$ cat src/hdl/pfss_pkg.sv
// pfss_pkg: shared types, codes and constants of the preamble framed serial sender
// no dependencies; compiled first

package pfss_pkg;

   // action codes of an input word
   localparam logic ACTION_TICK  = 1'b0;
   localparam logic ACTION_START = 1'b1;

   // serial byte framing: start bit, eight data bits lsb first, stop bit
   localparam int unsigned BYTE_BITS = 10;
   localparam logic [3:0]  POS_START = 4'd0;
   localparam logic [3:0]  POS_STOP  = 4'd9;

   // status bytes of the second half of a frame
   localparam logic [7:0] STATUS_OFF = 8'd233;
   localparam logic [7:0] STATUS_ON  = 8'd255;

   // station address register
   localparam int unsigned ADDR_W = 2;

   typedef struct packed {
      logic line_bit;
      logic tx_enable;
      logic busy_res;
   } pfss_result_type;

   // preamble base: address with 1 and 2 swapped, then doubled
   function automatic logic [2:0] base_from_address(input logic [ADDR_W-1:0] addr);
      logic [ADDR_W-1:0] swapped;
      begin
         case (addr)
            2'd1: begin
               swapped = 2'd2;
            end
            2'd2: begin
               swapped = 2'd1;
            end
            default: begin
               swapped = addr;
            end
         endcase
         base_from_address = {swapped, 1'b0};
      end
   endfunction

endpackage

$ cat src/hdl/pfss_channels.sv
// pfss channels: valid/ready interfaces for request and response words
// depends on nothing; compiled after pfss_pkg

interface pfss_req_if;
   logic       valid;
   logic       ready;
   logic       action;
   logic [7:0] payload_byte;
   logic       timer_on;

   modport source (output valid, output action, output payload_byte, output timer_on,
                   input ready);
   modport sink   (input valid, input action, input payload_byte, input timer_on,
                   output ready);
endinterface

interface pfss_rsp_if;
   logic valid;
   logic ready;
   logic line_bit;
   logic tx_enable;
   logic busy_res;

   modport source (output valid, output line_bit, output tx_enable, output busy_res,
                   input ready);
   modport sink   (input valid, input line_bit, input tx_enable, input busy_res,
                   output ready);
endinterface

$ cat src/hdl/pfss_sequencer.sv
// pfss_sequencer: frame state and line bit selection for one word per accept
// depends on pfss_pkg

module pfss_sequencer
   import pfss_pkg::*;
#(
   parameter int unsigned IDLE_BITS      = 12,
   parameter int unsigned PREAMBLE_BYTES = 7,
   parameter int unsigned REPEATS        = 2
) (
   input  logic              clock,
   input  logic              reset,
   input  logic              step,
   input  logic              action,
   input  logic [7:0]        payload_byte,
   input  logic              timer_on,
   input  logic [ADDR_W-1:0] station_address,
   output pfss_result_type   result
);

   localparam int unsigned BLOCKS  = 2 * REPEATS;
   localparam int unsigned BLOCK_W = (BLOCKS > 1) ? $clog2(BLOCKS) : 1;
   localparam int unsigned IDLE_W  = $clog2(IDLE_BITS + 1);
   localparam int unsigned BIDX_W  = $clog2(PREAMBLE_BYTES + 1);
   localparam logic [BLOCK_W-1:0] LAST_BLOCK = BLOCK_W'(BLOCKS - 1);
   localparam logic [BLOCK_W-1:0] FIRST_STATUS_BLOCK = BLOCK_W'(REPEATS);
   localparam logic [IDLE_W-1:0]  LAST_IDLE = IDLE_W'(IDLE_BITS - 1);
   localparam logic [BIDX_W-1:0]  PAYLOAD_IDX = BIDX_W'(PREAMBLE_BYTES);

   logic               sending_ff, sending_in;
   logic [BLOCK_W-1:0] block_ff, block_in;
   logic               idle_phase_ff, idle_phase_in;
   logic [IDLE_W-1:0]  idle_cnt_ff, idle_cnt_in;
   logic [BIDX_W-1:0]  byte_idx_ff, byte_idx_in;
   logic [3:0]         pos_ff, pos_in;
   logic [7:0]         payload_ff, payload_in;
   logic               timer_ff, timer_in;
   logic [2:0]         base_ff, base_in;

   logic [7:0] cur_byte;
   logic [7:0] preamble_byte;
   logic [3:0] data_pos;
   logic       cur_bit;
   logic       frame_done;

   // byte on the line and its current bit
   always_comb begin
      preamble_byte = 8'(base_ff) + 8'(byte_idx_ff);
      if (byte_idx_ff != PAYLOAD_IDX) begin
         cur_byte = preamble_byte;
      end else if (block_ff < FIRST_STATUS_BLOCK) begin
         cur_byte = payload_ff;
      end else begin
         cur_byte = timer_ff ? STATUS_ON : STATUS_OFF;
      end
      data_pos = pos_ff - 4'd1;
      if (idle_phase_ff) begin
         cur_bit = 1'b1;
      end else if (pos_ff == POS_START) begin
         cur_bit = 1'b0;
      end else if (pos_ff == POS_STOP) begin
         cur_bit = 1'b1;
      end else begin
         cur_bit = cur_byte[data_pos[2:0]];
      end
   end

   // next state
   always_comb begin
      sending_in    = sending_ff;
      block_in      = block_ff;
      idle_phase_in = idle_phase_ff;
      idle_cnt_in   = idle_cnt_ff;
      byte_idx_in   = byte_idx_ff;
      pos_in        = pos_ff;
      payload_in    = payload_ff;
      timer_in      = timer_ff;
      base_in       = base_ff;
      frame_done    = 1'b0;
      if (action == ACTION_START) begin
         if (!sending_ff) begin
            sending_in    = 1'b1;
            block_in      = '0;
            idle_phase_in = 1'b1;
            idle_cnt_in   = '0;
            byte_idx_in   = '0;
            pos_in        = POS_START;
            payload_in    = payload_byte;
            timer_in      = timer_on;
            base_in       = base_from_address(station_address);
         end
      end else if (sending_ff) begin
         if (idle_phase_ff) begin
            if (idle_cnt_ff == LAST_IDLE) begin
               idle_phase_in = 1'b0;
               idle_cnt_in   = '0;
            end else begin
               idle_cnt_in = idle_cnt_ff + IDLE_W'(1);
            end
         end else if (pos_ff == POS_STOP) begin
            pos_in = POS_START;
            if (byte_idx_ff == PAYLOAD_IDX) begin
               byte_idx_in   = '0;
               idle_phase_in = 1'b1;
               if (block_ff == LAST_BLOCK) begin
                  block_in   = '0;
                  sending_in = 1'b0;
                  frame_done = 1'b1;
               end else begin
                  block_in = block_ff + BLOCK_W'(1);
               end
            end else begin
               byte_idx_in = byte_idx_ff + BIDX_W'(1);
            end
         end else begin
            pos_in = pos_ff + 4'd1;
         end
      end
   end

   // result of this word
   always_comb begin
      if (action == ACTION_START) begin
         result.line_bit  = 1'b1;
         result.tx_enable = 1'b1;
         result.busy_res  = 1'b1;
      end else if (!sending_ff) begin
         result.line_bit  = 1'b1;
         result.tx_enable = 1'b0;
         result.busy_res  = 1'b0;
      end else begin
         result.line_bit  = cur_bit;
         result.tx_enable = 1'b1;
         result.busy_res  = !frame_done;
      end
   end

   always_ff @(posedge clock) begin
      if (reset) begin
         sending_ff    <= 1'b0;
         block_ff      <= '0;
         idle_phase_ff <= 1'b1;
         idle_cnt_ff   <= '0;
         byte_idx_ff   <= '0;
         pos_ff        <= POS_START;
         payload_ff    <= '0;
         timer_ff      <= 1'b0;
         base_ff       <= '0;
      end else if (step) begin
         sending_ff    <= sending_in;
         block_ff      <= block_in;
         idle_phase_ff <= idle_phase_in;
         idle_cnt_ff   <= idle_cnt_in;
         byte_idx_ff   <= byte_idx_in;
         pos_ff        <= pos_in;
         payload_ff    <= payload_in;
         timer_ff      <= timer_in;
         base_ff       <= base_in;
      end
   end

endmodule

$ cat src/hdl/preamble_framed_serial_sender_unit.sv
// preamble_framed_serial_sender_unit: top level of the preamble framed serial sender
// depends on pfss_pkg, pfss_channels (pfss_req_if, pfss_rsp_if) and pfss_sequencer

// Usage
//   req channel: one word per partner clock edge. action tick advances the frame by one
//   line bit; action start latches payload_byte and timer_on and begins a frame of
//   2*REPEATS blocks (IDLE_BITS ones, PREAMBLE_BYTES preamble bytes, one payload or
//   status byte). A start during a frame is ignored but still answered.
//   rsp channel: exactly one word back for every req word, in order: line_bit,
//   tx_enable and busy_res.
//   csr port: csr_write_enable/csr_write_data set the station address, which picks
//   the preamble base; it is sampled at the next start only.
//   rsp valid rises in the cycle after req accept, from the single output register
//   after the sequencer logic. One word per cycle while the receiver does not stall.
//   When the receiver stalls, the output register holds its word and req_ready drops,
//   so the frame does not advance. Reset (synchronous, active high) empties the output
//   register, clears the station address and leaves the sender idle.

module preamble_framed_serial_sender_unit
   import pfss_pkg::*;
#(
   parameter int unsigned IDLE_BITS      = 12,
   parameter int unsigned PREAMBLE_BYTES = 7,
   parameter int unsigned REPEATS        = 2
) (
   input  logic              clock,
   input  logic              reset,
   pfss_req_if.sink          req,
   pfss_rsp_if.source        rsp,
   input  logic              csr_write_enable,
   input  logic [ADDR_W-1:0] csr_write_data
);

   logic              rsp_valid_ff, rsp_valid_in;
   pfss_result_type   rsp_word_ff, rsp_word_in;
   logic [ADDR_W-1:0] station_addr_ff;
   logic              req_accept;

   // take a new word whenever the output register is empty or being drained
   assign req.ready  = !rsp_valid_ff || rsp.ready;
   assign req_accept = req.valid && req.ready;

   // station address register, used at the next frame start
   always_ff @(posedge clock) begin
      if (reset) begin
         station_addr_ff <= '0;
      end else if (csr_write_enable) begin
         station_addr_ff <= csr_write_data;
      end
   end

   // frame state and bit selection
   pfss_sequencer #(
      .IDLE_BITS      (IDLE_BITS),
      .PREAMBLE_BYTES (PREAMBLE_BYTES),
      .REPEATS        (REPEATS)
   ) u_seq (
      .clock           (clock),
      .reset           (reset),
      .step            (req_accept),
      .action          (req.action),
      .payload_byte    (req.payload_byte),
      .timer_on        (req.timer_on),
      .station_address (station_addr_ff),
      .result          (rsp_word_in)
   );

   // output register valid tracking
   always_comb begin
      rsp_valid_in = rsp_valid_ff;
      if (req_accept) begin
         rsp_valid_in = 1'b1;
      end else if (rsp.ready) begin
         rsp_valid_in = 1'b0;
      end
   end

   always_ff @(posedge clock) begin
      if (reset) begin
         rsp_valid_ff <= 1'b0;
      end else begin
         rsp_valid_ff <= rsp_valid_in;
      end
   end

   // payload of the output register, no reset needed
   always_ff @(posedge clock) begin
      if (req_accept) begin
         rsp_word_ff <= rsp_word_in;
      end
   end

   assign rsp.valid     = rsp_valid_ff;
   assign rsp.line_bit  = rsp_word_ff.line_bit;
   assign rsp.tx_enable = rsp_word_ff.tx_enable;
   assign rsp.busy_res  = rsp_word_ff.busy_res;

endmodule

$ cat src/flat_wrapper.sv
// flat-port wrapper written by rule: the top's interface ports become plain ports
module preamble_framed_serial_sender_unit_flat import pfss_pkg::*;
#(
   parameter int unsigned IDLE_BITS      = 12,
   parameter int unsigned PREAMBLE_BYTES = 7,
   parameter int unsigned REPEATS        = 2
)
  (clock, reset, csr_write_enable, csr_write_data, req_valid, req_action, req_payload_byte, req_timer_on, req_ready, rsp_valid, rsp_line_bit, rsp_tx_enable, rsp_busy_res, rsp_ready);
  pfss_req_if req_i ();
  pfss_rsp_if rsp_i ();
  input  logic clock;
  input  logic reset;
  input  logic csr_write_enable;
  input  logic [ADDR_W-1:0] csr_write_data;
  input wire logic [$bits(req_i.valid)-1:0] req_valid;
  input wire logic [$bits(req_i.action)-1:0] req_action;
  input wire logic [$bits(req_i.payload_byte)-1:0] req_payload_byte;
  input wire logic [$bits(req_i.timer_on)-1:0] req_timer_on;
  output wire logic [$bits(req_i.ready)-1:0] req_ready;
  output wire logic [$bits(rsp_i.valid)-1:0] rsp_valid;
  output wire logic [$bits(rsp_i.line_bit)-1:0] rsp_line_bit;
  output wire logic [$bits(rsp_i.tx_enable)-1:0] rsp_tx_enable;
  output wire logic [$bits(rsp_i.busy_res)-1:0] rsp_busy_res;
  input wire logic [$bits(rsp_i.ready)-1:0] rsp_ready;
  assign req_i.valid = req_valid;
  assign req_i.action = req_action;
  assign req_i.payload_byte = req_payload_byte;
  assign req_i.timer_on = req_timer_on;
  assign req_ready = req_i.ready;
  assign rsp_valid = rsp_i.valid;
  assign rsp_line_bit = rsp_i.line_bit;
  assign rsp_tx_enable = rsp_i.tx_enable;
  assign rsp_busy_res = rsp_i.busy_res;
  assign rsp_i.ready = rsp_ready;
  preamble_framed_serial_sender_unit #(.IDLE_BITS(IDLE_BITS), .PREAMBLE_BYTES(PREAMBLE_BYTES), .REPEATS(REPEATS)) u_core (.clock(clock), .reset(reset), .req(req_i), .rsp(rsp_i), .csr_write_enable(csr_write_enable), .csr_write_data(csr_write_data));
endmodule
$ cat config.mk
export PLATFORM = sky130hd
export DESIGN_NAME = preamble_framed_serial_sender_unit_flat
export DESIGN_NICKNAME = d
export VERILOG_FILES = /design/src/hdl/pfss_pkg.sv /design/src/hdl/pfss_channels.sv /design/src/hdl/pfss_sequencer.sv /design/src/hdl/preamble_framed_serial_sender_unit.sv /design/src/flat_wrapper.sv
export SDC_FILE = /design/constraint.sdc
export NUM_CORES = 1
export LEC_CHECK = 0
export BUFFER_PORTS_ARGS = -buffer_cell sky130_fd_sc_hd__buf_4
export CAP_MARGIN = 20
export CORE_MARGIN = 1.5
export CORE_UTILIZATION = 35
export CTS_CLUSTER_DIAMETER = 60
export DETAILED_ROUTE_END_ITERATION = 10
export PLACE_DENSITY = 0.64
export SYNTH_ARGS = -nofsm -noshare
export SYNTH_HDL_FRONTEND = slang
export SYNTH_SLANG_ARGS = --single-unit
$ cat constraint.sdc
create_clock -name clock -period 1.9 [get_ports clock]
set_input_delay 0.285 -clock clock [delete_from_list [all_inputs] [get_ports clock]]
set_output_delay 0.285 -clock clock [all_outputs]
set_load 0.02 [all_outputs]
==> impl_metrics.toml, run 1 <==
[synth]
yosysSeqAreaShare_pct = 37.2
synth_seq_cells = 32
synth_top_area_cell = "dfxtp_1"
yosysWarnings = 0
synth-edff-count = 3
synth.cell_area_sq_mm = 0.00180
synthArstFlopShare_pct = 0
synth_top_family_by_area = "simple AND/OR/NAND/NOR gates"
synth_top_area_share_pct = 32.2
synth_top_flop_cell = "dfxtp_1"
synth_compound_area_share_pct = 18.7
syn-num-nets = 238
netlist_top_cells_count = "dfxtp_1, a21oi_1, nand2_1, ha_1, o21ai_0"
syn_avg_cell_area_sq_um = 8.75
synth-simple-area-share_pct = 22.1
synth_fa_ha_area_share_pct = 10.8
ys_types = 44
synth_xor_area_share_pct = 0.486
synthTopCellsByArea = "dfxtp_1, ha_1, a21oi_1"
yosysMostFrequentCell = "dfxtp_1"
muxShareOfSynthArea_pct = 5.14
synthCells = 206

[sta]
rsz0062_at_grt = "false"
setup_slack_ns = 0.118
max_slew.worst_pin.slew_ns = 0.488
tns_ns = 0
slew_headroom_pct = 67.5
setup_viol = 0
min_period_over_period_pct = 93.8
max_freq_ghz = 0.561
drv_slew = 0
finalCriticalPeriod_ns = 1.78
hold_ws_ns = 0.249
hold_viol = 0
finalClockSkew_ns = 0.00340

[routing]
viasPerCell = 5.17
ant_nets = 0
post-route-drc-count = 0
dr.pass1.iters = 4
vias = 1546
wl_per_cell_um = 12.6
routed_wl_um = 3760
first_iter_violations = 52

[place]
dpl.hpwl_um = 2760
dp_slack_ns = 0.0875
place_congestion = 0.748
io_buffer_count = 21
post_dp_cell_area_sq_mm = 0.00204

[worst_setup_path]
r2r-end = "u_core.rsp.line_bit"
cp_data_arrival_time_ns = 1.80
rr_startpoint = "u_core.u_seq.byte_idx_ff[1]"
critical_path_class = "reg -> reg"
rr_worst_depth = 6
r2r_slack_ns = 0.12
cp-start-kind = "flip-flop"
path_max_fanout = 3
worst_ep_required_time_ns = 1.92
end_kind = "flip-flop"

[floorplanning]
pin_count = 22
start_util_pct = 37.2
fp.coreArea_sq_mm = 0.00485
die_h_um = 74.8
die_w_um = 74.8
rows = 25
die_area_sq_mm = 0.00559

[power_and_ir_drop]
p_leak_nw = 0.825
worst_ir_drop_vdd_mv = 0.361
p_per_area_mw_per_mm2 = 674

[clock_tree]
root_buffer = "clkbuf_8"
clk_pin_slew_worst_paths_ns = 0.06
clock_sinks = 32
clk_latency_ns = 0.27
cts_buffers = 5
cts_setup_buffers = 0
h-tree-depth = 2
clockBufferDepth = 2
cts_tree = "yes"

[finish]
ff_latch_area_sq_um = 671
nFillCells = 484
multi_input_area_sq_mm = 0.00103
n_antenna_cell = 0
drive_gt1_share_pct = 19.0
synthToLayoutAreaGrowth_pct = 18.3
final_nets = 263
stdcell_area_sq_mm = 0.00213

[global_routing]
grt_overflow_total = 0
grt_max_degree = 26
grt_first_pass_wirelength_um = 6620
grt_use_total_pct = 15.1
grt_pass1_vias = 1508
antenna_found_initial = 0

[worst_hold_path]
whs_endpoint = "u_core.station_addr_ff[0]"
worstHoldPathCells = 3
hp-class = "in -> reg"
hp-start = "csr_write_data[0]"

[flow_run]
max_cap_viol_count = 0

[outcome]
status = "finished clean"
-- worst max-delay path by stage --
stage                                startpoint                     end  slack, ns
finish              u_core.u_seq.byte_idx_ff[1]     u_core.rsp.line_bit       0.12
global route        u_core.u_seq.byte_idx_ff[1]     u_core.rsp.line_bit      0.006
CTS                 u_core.u_seq.byte_idx_ff[0]     u_core.rsp.line_bit       0.08
detailed placement  u_core.u_seq.byte_idx_ff[0]     u_core.rsp.line_bit       0.09
global placement    u_core.u_seq.byte_idx_ff[1]     u_core.rsp.line_bit       0.12
floorplan                            req_action  u_core.u_seq.pos_ff[3]       0.12
-- area by class of cell --
| type | instances | share of cell area (%) |
|---|---|---|
| clock buffer | 8 | 4.22 |
| inverter | 13 | 2.40 |
| multi-input combinational | 152 | 48.5 |
| sequential | 32 | 31.4 |
| tap | 67 | 3.93 |
| timing repair buffer | 27 | 9.50 |
-- critical path, stage by stage, from the launching register on --
cell	delay, ns
dfxtp_1	0.32
ha_1	0.22
fa_1	0.46
o21ai_1	0.13
a21oi_1	0.06
o221ai_1	0.23
a31oi_1	0.11
-- cell usage in the layout, fill, tap and decap left out, types with 7 or more instances in the layout --
| cell type | Yosys | layout |
|---|---|---|
| nand3_1 | 7 | 7 |
| ha_1 | 14 | 13 |
| nand2_1 | 24 | 24 |
| dfxtp_1 | 29 | 29 |
| mux2i_1 | 7 | 7 |
| nor2_1 | 11 | 11 |
| a21oi_1 | 25 | 25 |
| nand4_1 | 8 | 8 |
| inv_1 | 12 | 12 |
| o21ai_0 | 14 | 13 |
| buf_4 | 1 | 27 |
-- per-stage QoR --
step                      utilization, %  instances  total power (W)
after floorplan                        -        206         0.000856
after global placement              42.1        291         0.000927
after detailed placement            42.1        291         0.000929
after CTS                           43.9        299          0.00145
after global routing                44.0        299          0.00151
final                               44.0        299          0.00144
-- report_power, final --
group,internal [W],switching [W],total [W]
Clock,0.000295,0.000228,0.000523
Sequential,0.000705,0.0000159,0.000721
Combinational,0.0000842,0.000110,0.000194
-- sequential cells by signal, summed over array words and instances, names as in the netlist, 2 cells and up --
signal	cells
u_core.u_seq.byte_idx_ff	3
u_core.u_seq.base_ff	2
u_core.u_seq.block_ff	2
u_core.u_seq.pos_ff	4
u_core.u_seq.payload_ff	8
u_core.station_addr_ff	2
u_core.u_seq.idle_cnt_ff	4
-- cells by family after synthesis --
logic type                 count (synthesis)
DFF                                       32
adders and majority gates                 15
and+or+nand+nor                           70
buffers and inverters                     22
AOI/OAI and AO/OA                         57
xor gates and xnor gates                   1
muxes                                      9
-- per-layer routing --
layer | GRT usage, % | vias up | wire, um | share of wire (%)
met1 | 20.5 | 714 | 1850 | 49
met2 | 24.5 | 29 | 1770 | 47
li1 | - | 799 | - | -
met5 | 0 | - | 0 | 0
met3 | 4.02 | 4 | 113 | 3.0
met4 | 3.03 | 0 | 26 | 0.69
-- what timing repair did --
action | CTS | global route
hold buffers | 0 | 0
setup endpoints to repair | 0 | 2
gates resized for setup | 0 | 3
Power figures use the tool's default switching activity.
==> inputs of run 2 (changes only) <==
--- a/config.mk
+++ b/config.mk
@@ -7,6 +7,7 @@
 export LEC_CHECK = 0
 export BUFFER_PORTS_ARGS = -buffer_cell sky130_fd_sc_hd__buf_4
 export CAP_MARGIN = 20
+export CORE_ASPECT_RATIO = 0.6
 export CORE_MARGIN = 1.5
 export CORE_UTILIZATION = 35
 export CTS_CLUSTER_DIAMETER = 60
==> constraint.sdc (replaced) <==
create_clock -name clock -period 1.9 [get_ports clock]
set_input_delay 0.095 -clock clock [delete_from_list [all_inputs] [get_ports clock]]
set_output_delay 0.095 -clock clock [all_outputs]
set_load 0.02 [all_outputs]
==> run 2 against run 1 <==
  * First-iteration DRC count grew 19%
  * Setup slack gained 0.010 ns
  * Combinational power is essentially flat
  * Flip-flop and latch count is the same
  * Clock power grew 28%
  * Register-to-register slack is essentially flat
  * Critical path type unchanged
  * Largest cell class unchanged
  * Largest power group unchanged
==> impl_metrics.toml, run 2 (synthesis results as in run 1) <==
[clock_tree]
cts_setup_buffers = 0
clockBufferDepth = 2
h-tree-depth = 2
cts_tree = "yes"
cts_buffers = 5
clock_sinks = 32
clk_latency_ns = 0.29
root_buffer = "clkbuf_8"
clk_pin_slew_worst_paths_ns = 0.07

[global_routing]
grt_pass1_vias = 1386
grt_first_pass_wirelength_um = 6800
grt_max_degree = 26
grt_use_total_pct = 16.0
antenna_found_initial = 0
grt_overflow_total = 0

[worst_setup_path]
end_kind = "flip-flop"
cp-start-kind = "flip-flop"
path_max_fanout = 3
rr_startpoint = "u_core.u_seq.byte_idx_ff[1]"
r2r-end = "u_core.rsp.line_bit"
cp_data_arrival_time_ns = 1.81
rr_worst_depth = 6
r2r_slack_ns = 0.13
worst_ep_required_time_ns = 1.94
critical_path_class = "reg -> reg"

[finish]
synthToLayoutAreaGrowth_pct = 20.0
final_common_cell = "dfxtp_1"
largest_reg_flops = 8
nFillCells = 484
layout.cells.non_filler = 294
final_nets = 262
reg.largest.list = "u_core.u_seq.payload_ff (8), u_core.u_seq.idle_cnt_ff (4), u_core.u_seq.pos_ff (4)"
layout_common_cells = "dfxtp_1, buf_4, a21oi_1"
n_antenna_cell = 0
largest-register = "u_core.u_seq.payload_ff"
drive_gt1_share_pct = 19.9

[routing]
wl_per_cell_um = 13.7
maxUsedRoutingLayer = "met4"
m1WireLength_um = 2250
vias = 1554
first_iter_violations = 62
wl_met3_um = 288
met2_length_um = 1450
routed_wl_um = 4020
viasPerCell = 5.29
ant_nets = 0
post-route-drc-count = 0
dr.pass1.iters = 5

[sta]
setup_viol = 0
finalCriticalPeriod_ns = 1.77
min_period_over_period_pct = 93.2
max_slew.worst_pin.slew_ns = 0.503
finalClockSkew_ns = 0.00976
hold_viol = 0
drv_slew = 0
tns_ns = 0
setup_slack_ns = 0.129
rsz0062_at_grt = "false"
slew_headroom_pct = 66.3
max_freq_ghz = 0.565

[floorplanning]
start_util_pct = 37.9
fp.coreArea_sq_mm = 0.00475
die_h_um = 58.6
pin_count = 22
die_w_um = 95.7
die_area_sq_mm = 0.00561
rows = 19

[power_and_ir_drop]
worst_ir_drop_vdd_mv = 0.433
p_leak_nw = 0.838
total_power_w = 0.00158
p_per_area_mw_per_mm2 = 732

[worst_hold_path]
whs_endpoint = "u_core.station_addr_ff[0]"
hp-start = "csr_write_data[0]"
worstHoldPathCells = 3
hp-class = "in -> reg"

[flow_run]
max_cap_viol_count = 0

[place]
post-place-cells = 286
dpl.hpwl_um = 3050
dp_slack_ns = 0.0459
place_congestion = 0.859
io_buffer_count = 21

[outcome]
status = "finished clean"
## run 2: cell types whose count changed in the layout (fill, tap and decap cells not counted)
cell | before | now
clkbuf_1 | 2 | 0
o21ai_0 | 13 | 14
buf_4 | 27 | 26
clkbuf_16 | 0 | 1
clkbuf_8 | 6 | 7
dfxtp_2 | 0 | 1
ha_4 | 0 | 1
o21ai_1 | 1 | 0
ha_2 | 1 | 0
dfxtp_1 | 29 | 28
## run 2: layout make-up
| class | instances | area, sq um | area share [%] |
|---|---|---|---|
| clock buffer | 8 | 121 | 5.61 |
| sequential | 32 | 672 | 31.1 |
| tap | 63 | 78.8 | 3.64 |
| timing repair buffer | 26 | 195 | 9.02 |
| inverter | 13 | 51.3 | 2.37 |
| multi-input combinational | 152 | 1040 | 48.3 |
## run 2: worst max-delay path by stage
stage / slack, ns / depth (start not counted) / from / to
after floorplan: 0.21 / 6 / u_core.u_seq.byte_idx_ff[0] / u_core.rsp.line_bit
after global placement: 0.12 / 6 / u_core.u_seq.byte_idx_ff[0] / u_core.rsp.line_bit
after detailed placement: 0.05 / 6 / u_core.u_seq.byte_idx_ff[0] / u_core.rsp.line_bit
after CTS: 0.04 / 6 / u_core.u_seq.byte_idx_ff[0] / u_core.rsp.line_bit
after global routing: 0.02 / 5 / u_core.u_seq.pos_ff[0] / u_core.u_seq.block_ff[1]
final: 0.13 / 6 / u_core.u_seq.byte_idx_ff[1] / u_core.rsp.line_bit
## run 2: routing by layer
metal  track usage (%)  vias to the layer above
met5                 0                        -
met4              5.25                        0
met3              4.78                        5
met2              19.7                       47
met1              25.5                      702
li1                  -                      800
## run 2: metrics by stage
step / util, % / area [sq um] / hold WS [ns]
floorplan: - / 1800 / 0.231
global placement: 42.7 / 2030 / 0.336
detailed placement: 42.7 / 2030 / 0.337
CTS: 45.2 / 2150 / 0.0401
global route: 45.5 / 2160 / 0.0471
finish: 45.5 / 2160 / 0.0447
## run 2: timing repair
item	4_1_cts	5_1_grt
endpoints found under the setup margin	0	5
gates resized for setup	0	4
hold buffers	0	0
## run 2: critical path, cell delays in order, from the launching register on
cell      delay, ns
dfxtp_1        0.33
ha_1           0.22
fa_1           0.46
o21ai_0        0.15
a21oi_1        0.06
o221ai_1       0.21
a31oi_1        0.10
## run 2: where the power goes
part | internal (W) | total [W] | switching (W)
sequential | 0.000705 | 0.000721 | 0.0000166
clock | 0.000410 | 0.000667 | 0.000257
combinational | 0.0000835 | 0.000196 | 0.000112
total | 0.00120 | 0.00158 | 0.000386
